`config.mk`:
```
export PLATFORM = sky130hd
export DESIGN_NAME = rsp_packet_framer
export DESIGN_NICKNAME = d
export VERILOG_FILES = /design/src/rtl/rpf_pkg.sv /design/src/rtl/rpf_front.sv /design/src/rtl/rpf_queue.sv /design/src/rtl/rpf_back.sv /design/src/rtl/rsp_packet_framer.sv
export SDC_FILE = /design/constraint.sdc
export NUM_CORES = 1
export LEC_CHECK = 0
export ABC_AREA = 1
export BUFFER_PORTS_ARGS = -buffer_cell sky130_fd_sc_hd__buf_4
export CORE_ASPECT_RATIO = 0.6
export CORE_MARGIN = 3
export CORE_UTILIZATION = 30
export CTS_CLUSTER_SIZE = 12
export DETAILED_ROUTE_END_ITERATION = 8
export SLEW_MARGIN = 20
export SYNTH_ARGS = -nofsm -noshare
export SYNTH_HDL_FRONTEND = slang
export SYNTH_SLANG_ARGS = --single-unit
```
`constraint.sdc`:
```
create_clock -name clk -period 3.8 [get_ports clk]
set_clock_uncertainty 0.2 [all_clocks]
set_input_delay 0.19 -clock clk [delete_from_list [all_inputs] [get_ports clk]]
set_output_delay 0.19 -clock clk [all_outputs]
set_load 0.01 [all_outputs]
```
`src/rtl/rpf_pkg.sv`:
```
// Package for the remote serial protocol packet framer.
// Holds the channel structs, the queue entry type, the back-end phase enum,
// the framing characters and the hex digit function. Depends on nothing.
`timescale 1ns / 1ps
`default_nettype none

package rpf_pkg;

	localparam int unsigned RPF_QUEUE_DEPTH = 4;

	localparam logic [7:0] CH_START = 8'h24;	// '$'
	localparam logic [7:0] CH_HASH  = 8'h23;	// '#'
	localparam logic [7:0] CH_DIGIT_ZERO = 8'h30;	// '0'
	localparam logic [7:0] CH_DIGIT_ALPHA = 8'h57;	// 'a' minus ten
	localparam logic [3:0] HEX_RADIX = 4'd10;

	typedef struct packed {
		logic [7:0] payload_byte;
		logic       first_byte;
		logic       last_byte;
		logic       empty_packet;
	} item_t;

	typedef struct packed {
		logic [7:0] frame_char;
		logic       frame_end;
	} frame_t;

	// One queued command: which parts of the frame to emit for one item.
	typedef struct packed {
		logic [7:0] ch;
		logic       start;
		logic       body;
		logic       trailer;
		logic [7:0] sum;
	} cmd_t;

	typedef struct packed {
		logic full;
		logic empty;
	} q_status_t;

	typedef enum logic [2:0] {
		PH_START,
		PH_BYTE,
		PH_HASH,
		PH_HI,
		PH_LO
	} phase_t;

	function automatic logic [7:0] hex_char(input logic [3:0] nib);
		if (nib < HEX_RADIX) begin
			return CH_DIGIT_ZERO + {4'h0, nib};
		end else begin
			return CH_DIGIT_ALPHA + {4'h0, nib};
		end
	endfunction

endpackage

`default_nettype wire

```
`src/rtl/rpf_front.sv`:
```
// Front end of the framer: accepts input transactions, keeps the running
// checksum and turns each item into a queue command. Uses rpf_pkg.
`timescale 1ns / 1ps
`default_nettype none

module rpf_front
	import rpf_pkg::*;
(
	input  wire logic      clk,
	input  wire logic      arst_n,
	input  wire logic      item_valid,
	input  wire item_t     item,
	input  wire q_status_t q_status,
	output logic           item_stall,
	output logic           push,
	output cmd_t           cmd
);

	logic [7:0] sum_q;
	logic [7:0] sum_base;
	logic [7:0] sum_next;

	assign item_stall = q_status.full;
	assign push       = item_valid && !q_status.full;

	always_comb begin
		sum_base = (item.first_byte || item.empty_packet) ? 8'h00 : sum_q;
		sum_next = item.empty_packet ? 8'h00 : sum_base + item.payload_byte;

		cmd.ch      = item.payload_byte;
		cmd.start   = item.first_byte || item.empty_packet;
		cmd.body    = !item.empty_packet;
		cmd.trailer = item.last_byte || item.empty_packet;
		cmd.sum     = sum_next;
	end

	always_ff @(posedge clk or negedge arst_n) begin
		if (!arst_n) begin
			sum_q <= 8'h00;
		end else if (push) begin
			sum_q <= sum_next;
		end
	end

endmodule

`default_nettype wire

```
`src/rtl/rpf_queue.sv`:
```
// Short command queue between the front and back ends of the framer.
// A ring of registers with read and write pointers. Uses rpf_pkg.
`timescale 1ns / 1ps
`default_nettype none

module rpf_queue
	import rpf_pkg::*;
#(
	parameter int unsigned QDEPTH = RPF_QUEUE_DEPTH
) (
	input  wire logic clk,
	input  wire logic arst_n,
	input  wire logic push,
	input  wire cmd_t push_cmd,
	input  wire logic pop,
	output cmd_t      head,
	output q_status_t q_status
);

	localparam int unsigned PW = (QDEPTH > 1) ? $clog2(QDEPTH) : 1;
	localparam int unsigned CW = $clog2(QDEPTH + 1);

	cmd_t          entry_q [QDEPTH];
	logic [PW-1:0] wr_ptr_q;
	logic [PW-1:0] rd_ptr_q;
	logic [CW-1:0] count_q;

	function automatic logic [PW-1:0] ptr_inc(input logic [PW-1:0] p);
		if (p == PW'(QDEPTH - 1)) begin
			return '0;
		end else begin
			return p + PW'(1);
		end
	endfunction

	assign head           = entry_q[rd_ptr_q];
	assign q_status.full  = (count_q == CW'(QDEPTH));
	assign q_status.empty = (count_q == '0);

	always_ff @(posedge clk) begin
		if (push) begin
			entry_q[wr_ptr_q] <= push_cmd;
		end
	end

	always_ff @(posedge clk or negedge arst_n) begin
		if (!arst_n) begin
			wr_ptr_q <= '0;
			rd_ptr_q <= '0;
			count_q  <= '0;
		end else begin
			if (push) begin
				wr_ptr_q <= ptr_inc(wr_ptr_q);
			end
			if (pop) begin
				rd_ptr_q <= ptr_inc(rd_ptr_q);
			end
			if (push && !pop) begin
				count_q <= count_q + CW'(1);
			end else if (pop && !push) begin
				count_q <= count_q - CW'(1);
			end
		end
	end

endmodule

`default_nettype wire

```
`src/rtl/rpf_back.sv`:
```
// Back end of the framer (uses rpf_pkg): walks the phases of the queue head
// command; registers one frame character per cycle unless stalled or empty.
`timescale 1ns / 1ps
`default_nettype none

module rpf_back
	import rpf_pkg::*;
(
	input  wire logic      clk,
	input  wire logic      arst_n,
	input  wire cmd_t      head,
	input  wire q_status_t q_status,
	output logic           pop,
	output logic           frame_valid,
	input  wire logic      frame_stall,
	output frame_t         frame
);

	phase_t phase_q;
	logic   busy_q;
	phase_t cur_phase;
	phase_t next_phase;
	logic   is_last;
	logic   load;
	logic   out_valid_q;
	frame_t out_q;
	frame_t out_next;

	always_comb begin
		if (busy_q) begin
			cur_phase = phase_q;
		end else if (head.start) begin
			cur_phase = PH_START;
		end else if (head.body) begin
			cur_phase = PH_BYTE;
		end else begin
			cur_phase = PH_HASH;
		end

		out_next.frame_end = 1'b0;
		is_last            = 1'b0;
		case (cur_phase)
			PH_START: begin
				out_next.frame_char = CH_START;
				next_phase = head.body ? PH_BYTE : PH_HASH;
			end
			PH_BYTE: begin
				out_next.frame_char = head.ch;
				next_phase = PH_HASH;
				is_last    = !head.trailer;
			end
			PH_HASH: begin
				out_next.frame_char = CH_HASH;
				next_phase = PH_HI;
			end
			PH_HI: begin
				out_next.frame_char = hex_char(head.sum[7:4]);
				next_phase = PH_LO;
			end
			PH_LO: begin
				out_next.frame_char = hex_char(head.sum[3:0]);
				out_next.frame_end  = 1'b1;
				next_phase = PH_START;
				is_last    = 1'b1;
			end
			default: begin
				out_next.frame_char = CH_HASH;
				next_phase = PH_START;
				is_last    = 1'b1;
			end
		endcase

		load = !q_status.empty && (!out_valid_q || !frame_stall);
		pop  = load && is_last;
	end

	always_ff @(posedge clk or negedge arst_n) begin
		if (!arst_n) begin
			phase_q     <= PH_START;
			busy_q      <= 1'b0;
			out_valid_q <= 1'b0;
		end else begin
			if (load) begin
				phase_q <= next_phase;
				busy_q  <= !is_last;
			end
			if (load) begin
				out_valid_q <= 1'b1;
			end else if (!frame_stall) begin
				out_valid_q <= 1'b0;
			end
		end
	end

	always_ff @(posedge clk) begin
		if (load) begin
			out_q <= out_next;
		end
	end

	assign frame_valid = out_valid_q;
	assign frame       = out_q;

endmodule

`default_nettype wire

```
`src/rtl/rsp_packet_framer.sv`:
```
// Top level of the remote serial protocol packet framer.
// Ties together rpf_front, rpf_queue and rpf_back; uses rpf_pkg.
//
// Usage: input transactions on item (valid/stall) carry one payload byte
// with first and last marks, or an empty-packet request. Output
// transactions on frame (valid/stall) carry one line character each, and
// frame_end marks the second checksum digit that closes a frame. A frame
// is '$', the payload bytes, '#', then the modulo-256 payload sum as two
// lower-case hex digits; an empty packet gives "$#00".
// An accepted item is first written into a queue entry; its first
// character is then loaded into the output register. Throughput: the back
// end emits one character per cycle while the queue holds a command and
// the receiver does not stall; a middle payload byte gives one character,
// an item with a start or a trailer up to five. The queue of
// RPF_QUEUE_DEPTH commands absorbs input while a long item drains, and
// input stalls only when that queue is full. Reset clears the checksum,
// the queue pointers and the output valid flag; no output is valid
// afterwards. When the receiver stalls, the held output stays stable, the
// back end stops, and the queue fills until the input stalls in turn.
`timescale 1ns / 1ps
`default_nettype none

module rsp_packet_framer
	import rpf_pkg::*;
#(
	parameter int unsigned QDEPTH = RPF_QUEUE_DEPTH
) (
	input  wire logic  clk,
	input  wire logic  arst_n,
	input  wire logic  item_valid,
	output logic       item_stall,
	input  wire item_t item,
	output logic       frame_valid,
	input  wire logic  frame_stall,
	output frame_t     frame
);

	// Front to queue and queue status back to both ends.
	logic      push;
	cmd_t      push_cmd;
	logic      pop;
	cmd_t      head;
	q_status_t q_status;

	rpf_front u_front (
		.clk        (clk),
		.arst_n     (arst_n),
		.item_valid (item_valid),
		.item       (item),
		.q_status   (q_status),
		.item_stall (item_stall),
		.push       (push),
		.cmd        (push_cmd)
	);

	rpf_queue #(
		.QDEPTH (QDEPTH)
	) u_queue (
		.clk      (clk),
		.arst_n   (arst_n),
		.push     (push),
		.push_cmd (push_cmd),
		.pop      (pop),
		.head     (head),
		.q_status (q_status)
	);

	rpf_back u_back (
		.clk         (clk),
		.arst_n      (arst_n),
		.head        (head),
		.q_status    (q_status),
		.pop         (pop),
		.frame_valid (frame_valid),
		.frame_stall (frame_stall),
		.frame       (frame)
	);

`ifndef SYNTHESIS
	// The closing character of a frame is always a hex digit.
	a_end_is_hex: assert property (@(posedge clk) disable iff (!arst_n)
		(frame_valid && frame.frame_end) |->
		((frame.frame_char >= 8'h30 && frame.frame_char <= 8'h39) ||
		 (frame.frame_char >= 8'h61 && frame.frame_char <= 8'h66)))
		else $error("frame end character is not a hex digit");

	// An accepted item into an empty queue makes the queue non-empty.
	a_push_lands: assert property (@(posedge clk) disable iff (!arst_n)
		(push && q_status.empty) |=> !q_status.empty)
		else $error("pushed command lost");

	// The back end never retires a command from an empty queue.
	a_pop_nonempty: assert property (@(posedge clk) disable iff (!arst_n)
		pop |-> !q_status.empty)
		else $error("pop from empty queue");
`endif

endmodule

`default_nettype wire
```
==> metrics.md, run 1 <==
| Metric | Value |
|---|---|
| Synth area leader | `edfxtp_1` |
| CTS Buf Count | `9` |
| Most frequent cells after synthesis | `nand2_1 (115), edfxtp_1 (85), nor2_1 (42)` |
| RSZ-0062 raised after global routing | `no` |
| Final instance area | `0.00583 sq mm` |
| Flops & latches, synth | `105` |
| Cell Count, Final, Fillers Out | `about 740` |
| Vias/cell | `4.66` |
| Die X-Extent | `between 150 and 200 um` |
| Mapped Area | `0.00498 sq mm` |
| CTS tree | `done` |
| Top-area cell type share of the netlist area | `0.512` |
| Fin Setup TNS | `0 ps` |
| Final period util | `0.811` |
| Final Hold Fails | `0` |
| Tot GR Track Use | `0.137` |
| WP data arrival | `3110 ps` |
| Post-synthesis cell count | `471` |
| Worst min-delay path category | `primary input to asynchronous set/reset pin` |
| Tmin final | `3080 ps` |
| Final net count | `about 550` |
| Met3 Wirelength | `between 500 and 600 um` |
| Max Used Layer | `met4` |
| Initial DRC count | `roughly 240` |
| Initial Util | `0.315` |
| Max FO, Critical Path | `20` |
| Post-DP HPWL | `roughly 8600 um` |
| Largest net degree at the start of global routing | `22` |
| Syn nets | `503` |
| Max Fclk | `325 MHz` |
| Status | `complete, no violations` |
| Worst Reg2Reg Path Length in Cells | `14` |
| Clock buffer depth | `2` |
| M1 wire length | `6400 um` |
| Utilization after layout | `0.369` |
| Max-slew violations | `0` |
| DR WL/cell | `16.0 um` |
| WL final | `11900 um` |
| Yosys Warn Count | `0` |
| Worst slew pin tran | `~660 ps` |
| # diodes | `0` |
| Initial antenna violation count | `0` |
| Maximum VDD drop | `roughly 0.37 mV` |
| GP Congestion | `0.887` |
| Post-CTS setup repair buffer count | `0` |
| Placed cell area | `~0.0054 sq mm` |
| Hold WS | `60.3 ps` |
| DR pass1 iterations | `5` |
| Most common cell in the netlist | `nand2_1` |
| Setup Viol. Count Final | `0` |
| Pwr/cell area | `781 mW/mm^2` |
| Rows | `35` |
| Endpoint class of the critical path | `flip-flop` |
| TritonCTS sink count | `around 110` |
| WL met2 | `4820 um` |
| P_leak | `2.37 nW` |
| Number of max-cap violations | `0` |
| Total number of vias | `around 3500` |
| Dpl cells | `a little over 700` |
| Die height | `between 100 and 150 um` |
| First-pass GRT wire length | `18700 um` |
| GRT overflow | `0` |
| Top Ports | `26` |
| Share of layout cells above drive strength 1 | `0.158` |
| Post-CTS resize count | `0` |
| Post-Syn Area per Cell | `10.6 sq um` |
| Clock root cell | `clkbuf_16` |
| Crit path required time | `3830 ps` |
| Post-route setup slack | `slightly above 700 ps` |
| Power Total | `approximately 4.6 mW` |
| Floorplan Core Area | `between 0.015 and 0.02 sq mm` |
| DRC viols | `0` |
| Distinct cells, synth | `37` |
| Number of flops mapped to enable cells by yosys | `85` |
| Sequential cell area fraction in the yosys report | `0.613` |
| Setup CP Type | `flip-flop to flip-flop` |
| Antenna Nets Post-Route | `0` |
| Reg clk slew, reported paths | `about 80 ps` |
| Vias in the first global route | `3416` |
| Post-place setup slack | `724 ps` |
| Slew HR | `0.559` |
| Ys flop type | `edfxtp_1` |
| I/O Buffers | `25` |
| Worst-skew pair later-pin latency | `350 ps` |
| Synth area leaders | `edfxtp_1 (51%), dfrtp_1 (10%), nand2_1 (8.7%)` |
| Post-synth ARST share | `0.190` |
| Area growth syn-to-layout | `17.0%` |
| DIE AREA | `0.0182 sq mm` |
| Setup crit start kind | `flip-flop` |
| H-tree depth | `3` |
==> cell type report <==
class | instances | area, sq um
Clock buffer | 9 | 225
Clock inverter | 7 | 76.3
Fill cell | 1569 | 9980
Inverter | 47 | 179
Multi-Input combinational cell | 305 | 1650
Sequential cell | 105 | 3050
Tap cell | 222 | 278
Timing Repair Buffer | 46 | 373
==> sequential cells by signal, indices dropped and copies added (netlist names) <==
name                count
u_queue.entry_q        76
u_back.frame            9
u_front.sum_q           8
u_back.phase_q          3
u_queue.count_q         3
u_queue.rd_ptr_q        2
u_queue.wr_ptr_q        2
u_back.busy_q           1
u_back.frame_valid      1
==> report_power, final <==
group          switching [mW]  internal, mW
combinational            1.24         0.615
clock                   0.435         0.519
sequential              0.137          1.60
==> metal layers <==
layer,GRT usage,vias to the layer above
li1,-,1680
met1,0.209,1684
met2,0.194,80
met3,0.0397,10
met4,0.0233,0
met5,0,-
==> repair_timing <==
item                                    4_1_cts  5_1_grt
hold buffers                                 11        0
hold endpoints to repair                     55        0
endpoints found under the setup margin        0        0
==> worst paths after layout <==
check	from	to	slack, ps
setup / recovery	u_queue.rd_ptr_q[0]$_DFFE_PN0P_	u_queue.count_q[1]$_DFFE_PN0P_	720
hold / removal	arst_n	u_queue.wr_ptr_q[1]$_DFFE_PN0P_	60
setup reg to reg	u_queue.rd_ptr_q[0]$_DFFE_PN0P_	u_queue.count_q[1]$_DFFE_PN0P_	720
hold reg to reg	u_front.sum_q[5]$_DFFE_PN0P_	u_front.sum_q[5]$_DFFE_PN0P_	290
max in group asynchronous	arst_n	u_back.phase_q[0]$_DFFE_PN0P_	3070
min in group clk	item[0]	u_queue.entry_q[3][1]$_DFFE_PP_	60
==> layout by cell type (no fill, tap or decap), types with 2 or more instances in the layout <==
cell and count:
a21oi_1 14, buf_4 35, clkbuf_16 9, clkinv_1 2
dfrtp_1 20, dlygate4sd3_1 11, edfxtp_1 85, fa_1 2
ha_1 15, inv_1 41, inv_2 4, inv_6 2
nand2_1 115, nand2_2 8, nand2_4 5, nand3_1 33
nand3_2 3, nand4_1 4, nor2_1 42, nor2_2 3
nor2_4 2, o211ai_1 4, o21ai_0 31, o22ai_1 6
or2_2 2, xnor2_1 3, xor2_1 4
==> cells by family (layout without fill, tap and decap cells) <==
logic type / after synthesis / after routing / synth area share
AOI/OAI and AO/OA: 62 / 62 / 0.0743
xor gates and xnor gates: 7 / 7 / 0.0123
adders and majority gates: 17 / 17 / 0.0457
buffers and inverters: 61 / 109 / 0.0572
DFF: 105 / 105 / 0.613
muxes: 1 / 1 / 0.00226
and+or+nand+nor: 218 / 218 / 0.196
==> critical path, cell delays in order (launching register included) <==
cell,delay [ps]
dfrtp_1,580
buf_4,310
nand2_1,110
nand3_1,100
nand2_1,90
nand2_1,100
nand2_2,80
nand2_4,100
nand2_2,70
o21ai_4,170
nand2_2,90
ha_1,200
inv_1,100
fa_1,420
mux2_2,270
No activity file was read; power rests on OpenSTA's default activity.
==> run 2: changes to the inputs <==
==> constraint.sdc (replaced) <==
create_clock -name clk -period 2.6 [get_ports clk]
set_clock_uncertainty 0.2 [all_clocks]
set_input_delay 0.13 -clock clk [delete_from_list [all_inputs] [get_ports clk]]
set_output_delay 0.13 -clock clk [all_outputs]
set_load 0.01 [all_outputs]
==> metrics.md, run 2 (synthesized netlist as in run 1, its figures left out) <==
| Metric | Value |
|---|---|
| Largest regs | `u_queue.entry_q x76, u_back.frame x9, u_front.sum_q x8` |
| Slew HR | `0.703` |
| Floorplan Core Area | `roughly 0.016 sq mm` |
| Max Used Layer | `met4` |
| Post-place setup slack | `-38.4 ps` |
| Clock root cell | `clkbuf_16` |
| GRT overflow | `0` |
| Worst path bufs/invs | `2` |
| Critical Path Stages | `14` |
| Antenna Nets Post-Route | `0` |
| Pwr/cell area | `between 1000 and 1500 mW/mm^2` |
| Maximum VDD drop | `0.480 mV` |
| TritonCTS sink count | `105` |
| Max-slew violations | `0` |
| Worst R2R End | `u_queue.count_q[1]$_DFFE_PN0P_` |
| Setup crit start kind | `flip-flop` |
| Clock power share | `0.190` |
| Hold WS | `9.53 ps` |
| First-pass GRT wire length | `19100 um` |
| Crit path required time | `2620 ps` |
| Area of the multi-input gates | `0.00168 sq mm` |
| Clock buffer depth | `2` |
| Commonest non-fill, non-tap cells in the layout | `nand2_1 (108), edfxtp_1 (85), buf_4 (59), nor2_1 (42), inv_1 (39)` |
| Die height | `106 um` |
| Rows | `35` |
| Share of layout cells above drive strength 1 | `0.219` |
| RSZ-0062 raised after global routing | `yes` |
| Max Fclk | `396 MHz` |
| Top Ports | `26` |
| Final net count | `570` |
| Sw frac | `0.393` |
| DR pass1 iterations | `4` |
| Number of max-cap violations | `0` |
| Vias/cell | `4.58` |
| Setup CP Type | `flip-flop to flip-flop` |
| Post-route setup slack | `between 70 and 80 ps` |
| Filler cells | `1552` |
| Worst min-delay path category | `primary input to asynchronous set/reset pin` |
| Worst Reg2Reg Path Length in Cells | `14` |
| Cell family with most CP delay | `adder cells` |
| Largest net degree at the start of global routing | `25` |
| Psw | `2.69 mW` |
| CTS tree | `done` |
| Sequential power share | `0.370` |
| Max reg flops | `76` |
| Most common cell after layout, fill and taps aside | `nand2_1` |
| FF-to-FF setup slack | `between 70 and 80 ps` |
| Met3 Wirelength | `996 um` |
| Endpoint class of the critical path | `flip-flop` |
| Status | `complete, no violations` |
| Setup Viol. Count Final | `0` |
| # diodes | `0` |
| M1 wire length | `6050 um` |
| Area growth syn-to-layout | `20.9%` |
| DIE AREA | `0.0182 sq mm` |
| Combinational fraction of design power | `0.441` |
| Total number of vias | `3501` |
| Reg clk slew, reported paths | `70 ps` |
| Tot GR Track Use | `0.138` |
| Most flop-heavy register | `u_queue.entry_q` |
| Utilization after layout | `0.381` |
| H-tree depth | `3` |
| Seq. cell area | `0.00305 sq mm` |
| CP max-delay cell | `dfrtp_2` |
| P_leak | `roughly 2.5 nW` |
| CTS Buf Count | `9` |
| Worst-skew pair later-pin latency | `350 ps` |
| Die X-Extent | `172 um` |
| Max FO, Critical Path | `8` |
| I/O Buffers | `25` |
| Worst r2r src | `u_queue.rd_ptr_q[0]$_DFFE_PN0P_` |
| Final Hold Fails | `0` |
| Initial antenna violation count | `0` |
| GP Congestion | `0.797` |
| Power Total | `6.84 mW` |
| CP most frequent cell | `nand2_2` |
| Post-DP HPWL | `8640 um` |
| DRC viols | `0` |
| Tmin final | `~2500 ps` |
| Critical path cell sequence | `inv_4 > nand2_1 > nand3_2 > nand2_2 > nand2_2 > nand2_2 > nand2_4 > nand2_2 > o21ai_4 > nand2_2 > ha_2 > inv_2 > fa_1 > mux2_2` |
| Final period util | `0.971` |
| WL final | `between 10000 and 15000 um` |
| Initial Util | `0.315` |
| DR WL/cell | `15.4 um` |
| Initial DRC count | `227` |
| WL met2 | `roughly 4700 um` |
| WP data arrival | `2550 ps` |
| Internal | `4.15 mW` |
| CP max stage delay | `roughly 470 ps` |
| Worst slew pin tran | `444 ps` |
| Vias in the first global route | `3446` |
[run 2: changes by cell type in the layout (fill, tap and decap cells not counted), moves of 2 or more]
cell	change
inv_1	-2
clkbuf_1	+2
o21ai_0	-2
o21ai_1	+2
nand3_2	+2
inv_2	+2
nand2_1	-7
buf_4	+24
nand3_1	-2
nand2_2	+7
[run 2: layout make-up]
cell class                 instances  share of cell area
timing repair buffer              70              0.0918
sequential                       105               0.507
inverter                          47              0.0297
clock buffer                      12              0.0409
multi-input combinational        305               0.279
clock inverter                     4             0.00561
tap                              222              0.0461
[run 2: worst max path at each step]
stage	from	to	slack (ps)
2_1_floorplan	u_queue.rd_ptr_q[0]$_DFFE_PN0P_	u_queue.count_q[1]$_DFFE_PN0P_	20
6_report	u_queue.rd_ptr_q[0]$_DFFE_PN0P_	u_queue.count_q[1]$_DFFE_PN0P_	70
3_5_place_dp	u_queue.rd_ptr_q[0]$_DFFE_PN0P_	u_queue.count_q[1]$_DFFE_PN0P_	-40
5_1_grt	u_queue.rd_ptr_q[0]$_DFFE_PN0P_	u_queue.count_q[2]$_DFFE_PN0P_	-40
4_1_cts	u_queue.rd_ptr_q[0]$_DFFE_PN0P_	u_queue.count_q[1]$_DFFE_PN0P_	20
3_3_place_gp	u_queue.rd_ptr_q[0]$_DFFE_PN0P_	u_queue.count_q[2]$_DFFE_PN0P_	-40
[run 2: stage by stage]
stage,instance area [sq um],setup TNS [ps],std cells
after floorplan,4980,0,471
after global placement,5560,-35.5,733
after detailed placement,5560,-67.9,733
after CTS,5960,0,761
after global routing,6030,-73.7,765
final,6030,0,765
[run 2: per-layer routing]
| layer | vias up | global-route usage |
|---|---|---|
| met2 | 95 | 0.192 |
| met3 | 6 | 0.0300 |
| met1 | 1676 | 0.218 |
| met5 | - | 0 |
| li1 | 1724 | - |
| met4 | 0 | 0.0279 |
[run 2: what timing repair did]
item | CTS | global route
hold buffers | 11 | 0
pin swaps | 0 | 1
endpoints found under the setup margin | 2 | 2
gates resized for setup | 4 | 12
buffers inserted | 1 | 4
hold endpoints to repair | 57 | 0
[run 2: worst reg2reg max path: stages, from the launching register on]
cell and delay, ps:
dfrtp_2 470, inv_4 120, nand2_1 70, nand3_2 70, nand2_2 60, nand2_2 90
nand2_2 70, nand2_4 60, nand2_2 60, o21ai_4 130, nand2_2 90, ha_2 170
inv_2 60, fa_1 410, mux2_2 270
[run 2: power groups by stage]
stage	Sequential (mW)	Combinational (mW)	Clock [mW]
6_report	2.53	3.02	1.30
5_1_grt	2.57	3.37	1.41
4_1_cts	2.53	2.94	1.33
3_5_place_dp	2.56	2.89	0
3_3_place_gp	2.55	2.80	0
2_1_floorplan	2.55	1.94	0
==> run 3: changes to the inputs <==
--- a/config.mk
+++ b/config.mk
@@ -7,7 +7,7 @@
 export LEC_CHECK = 0
 export ABC_AREA = 1
 export BUFFER_PORTS_ARGS = -buffer_cell sky130_fd_sc_hd__buf_4
-export CORE_ASPECT_RATIO = 0.6
+export CORE_ASPECT_RATIO = 1.75
 export CORE_MARGIN = 3
 export CORE_UTILIZATION = 30
 export CTS_CLUSTER_SIZE = 12
==> metrics.md, run 3 (synthesized netlist as in run 1, its figures left out) <==
| Metric | Value |
|---|---|
| CTS Buf Count | `9` |
| DRC viols | `0` |
| Commonest non-fill, non-tap cells in the layout | `nand2_1 (109), edfxtp_1 (85), buf_4 (56), nor2_1 (41), inv_1 (40)` |
| Post-DP HPWL | `7890 um` |
| Critical path cell sequence | `clkinv_4 > buf_6 > nand2_2 > nand3_2 > nand2_2 > nand3_2 > nand2_4 > nand2_4 > o21ai_4 > nand2_2 > ha_4 > inv_4 > fa_2 > mux2_4` |
| WL final | `10900 um` |
| CP max-delay cell | `dfrtp_2` |
| Worst min-delay path category | `primary input to asynchronous set/reset pin` |
| Most common cell after layout, fill and taps aside | `nand2_1` |
| H-tree depth | `3` |
| CTS tree | `done` |
| Clock power share | `0.182` |
| # diodes | `0` |
| CP max stage delay | `460 ps` |
| Psw | `roughly 2.6 mW` |
| Setup crit start | `u_queue.rd_ptr_q[0]$_DFFE_PN0P_` |
| I/O Buffers | `25` |
| Vias/cell | `4.53` |
| GP Congestion | `0.825` |
| Top Ports | `26` |
| Largest regs | `u_queue.entry_q x76, u_back.frame x9, u_front.sum_q x8` |
| Met3 Wirelength | `299 um` |
| Filler cells | `1587` |
| Cell Count, Final, Fillers Out | `764` |
| Largest net degree at the start of global routing | `30` |
| Die height | `between 150 and 200 um` |
| Initial DRC count | `217` |
| Share of layout cells above drive strength 1 | `0.217` |
| WP data arrival | `roughly 2600 ps` |
| Internal | `4.16 mW` |
| Reg clk slew, reported paths | `about 70 ps` |
| Number of max-cap violations | `0` |
| Combinational fraction of design power | `0.446` |
| Status | `complete, no violations` |
| Clock buffer depth | `2` |
| P_leak | `2.48 nW` |
| Final Hold Fails | `0` |
| Worst-skew pair later-pin latency | `roughly 350 ps` |
| Final period util | `0.998` |
| GRT overflow | `0` |
| Clock root cell | `clkbuf_16` |
| Max reg flops | `76` |
| First-pass GRT wire length | `17500 um` |
| Maximum VDD drop | `between 0.3 and 0.4 mV` |
| Sw frac | `0.386` |
| Slew HR | `0.710` |
| Rows | `61` |
| Area growth syn-to-layout | `21.7%` |
| WL met2 | `6230 um` |
| DIE AREA | `0.0183 sq mm` |
| Max FO, Critical Path | `7` |
| Max Fclk | `approximately 390 MHz` |
| Tot GR Track Use | `0.127` |
| Total number of vias | `about 3500` |
| Crit path required time | `2640 ps` |
| Setup Viol. Count Final | `0` |
| Placed cell area | `approximately 0.0055 sq mm` |
| Antenna Nets Post-Route | `0` |
| CP most frequent cell | `nand2_2` |
| Max-slew violations | `0` |
| Floorplan Core Area | `0.0161 sq mm` |
| Post-route setup slack | `6.15 ps` |
| Final instance area | `0.00606 sq mm` |
| Worst slew pin tran | `435 ps` |
| Sequential power share | `0.372` |
| Most flop-heavy register | `u_queue.entry_q` |
| Vias in the first global route | `3497` |
| Setup crit start kind | `flip-flop` |
| Post-place setup slack | `-97.1 ps` |
| Tmin final | `around 2600 ps` |
| Hold WS | `23.3 ps` |
| Setup CP Type | `flip-flop to flip-flop` |
| TritonCTS sink count | `105` |
| DR pass1 iterations | `5` |
| Endpoint class of the critical path | `flip-flop` |
| Power Total | `just under 7 mW` |
| Max Used Layer | `met4` |
| DR WL/cell | `14.2 um` |
| RSZ-0062 raised after global routing | `yes` |
| Initial antenna violation count | `0` |
| M1 wire length | `4060 um` |
| Dpl cells | `about 730` |
| Pwr/cell area | `around 1100 mW/mm^2` |
| Final net count | `571` |
| Initial Util | `0.309` |
| Die X-Extent | `103 um` |
| Worst r2r src | `u_queue.rd_ptr_q[0]$_DFFE_PN0P_` |
==> run 3: critical path: cells and delay by family, from the launching register on <==
family | cells | cell delay, ps
simple gates | 7 | 520
mux | 1 | 280
flops | 1 | 460
compound gates | 1 | 150
fa+ha+maj | 2 | 600
buf+inv | 3 | 270
==> run 3: worst paths after layout <==
path                                                    to  cells after the start  slack (ps)
max                         u_queue.count_q[1]$_DFFE_PN0P_                     14           6
min                              u_back.busy_q$_DFFE_PN0P_                      2          20
max reg2reg                 u_queue.count_q[1]$_DFFE_PN0P_                     14           6
min reg2reg                   u_front.sum_q[5]$_DFFE_PN0P_                      2         280
max in group asynchronous  u_queue.rd_ptr_q[0]$_DFFE_PN0P_                      2        1920
min in group clk           u_queue.entry_q[0][9]$_DFFE_PP_                      2          20
==> run 3: routing by layer <==
metal  vias to the layer above  global-route usage
li1                       1720                   -
met1                      1663               0.136
met4                         0              0.0578
met3                        17              0.0206
met5                         -                   0
met2                        64               0.236
==> run 3: metrics by stage <==
step | utilization | setup TNS [ps]
after floorplan | - | 0
after global placement | 0.343 | 0
after detailed placement | 0.343 | -178
after CTS | 0.371 | 0
after global routing | 0.377 | -168
final | 0.377 | 0
==> run 3: timing repair <==
action,4_1_cts,5_1_grt
hold buffers,13,0
gates resized for setup,4,21
setup endpoints to repair,2,7
pin swaps,0,10
endpoints found under the hold margin,71,0
buffers inserted,4,4
==> run 3: layout make-up <==
class	instances	area [sq um]	share of cell area
clock buffer	11	233	0.0384
clock inverter	5	40.0	0.00660
sequential	105	3050	0.504
tap	220	275	0.0454
inverter	47	184	0.0303
timing repair buffer	71	573	0.0945
multi-input combinational	305	1710	0.281
==> run 3: power groups by stage <==
stage	Combinational, mW	Clock (mW)	Sequential (mW)
3_3_place_gp	2.71	0	2.54
2_1_floorplan	1.94	0	2.55
5_1_grt	3.40	1.34	2.55
3_5_place_dp	2.79	0	2.55
4_1_cts	2.87	1.26	2.52
6_report	3.02	1.23	2.52
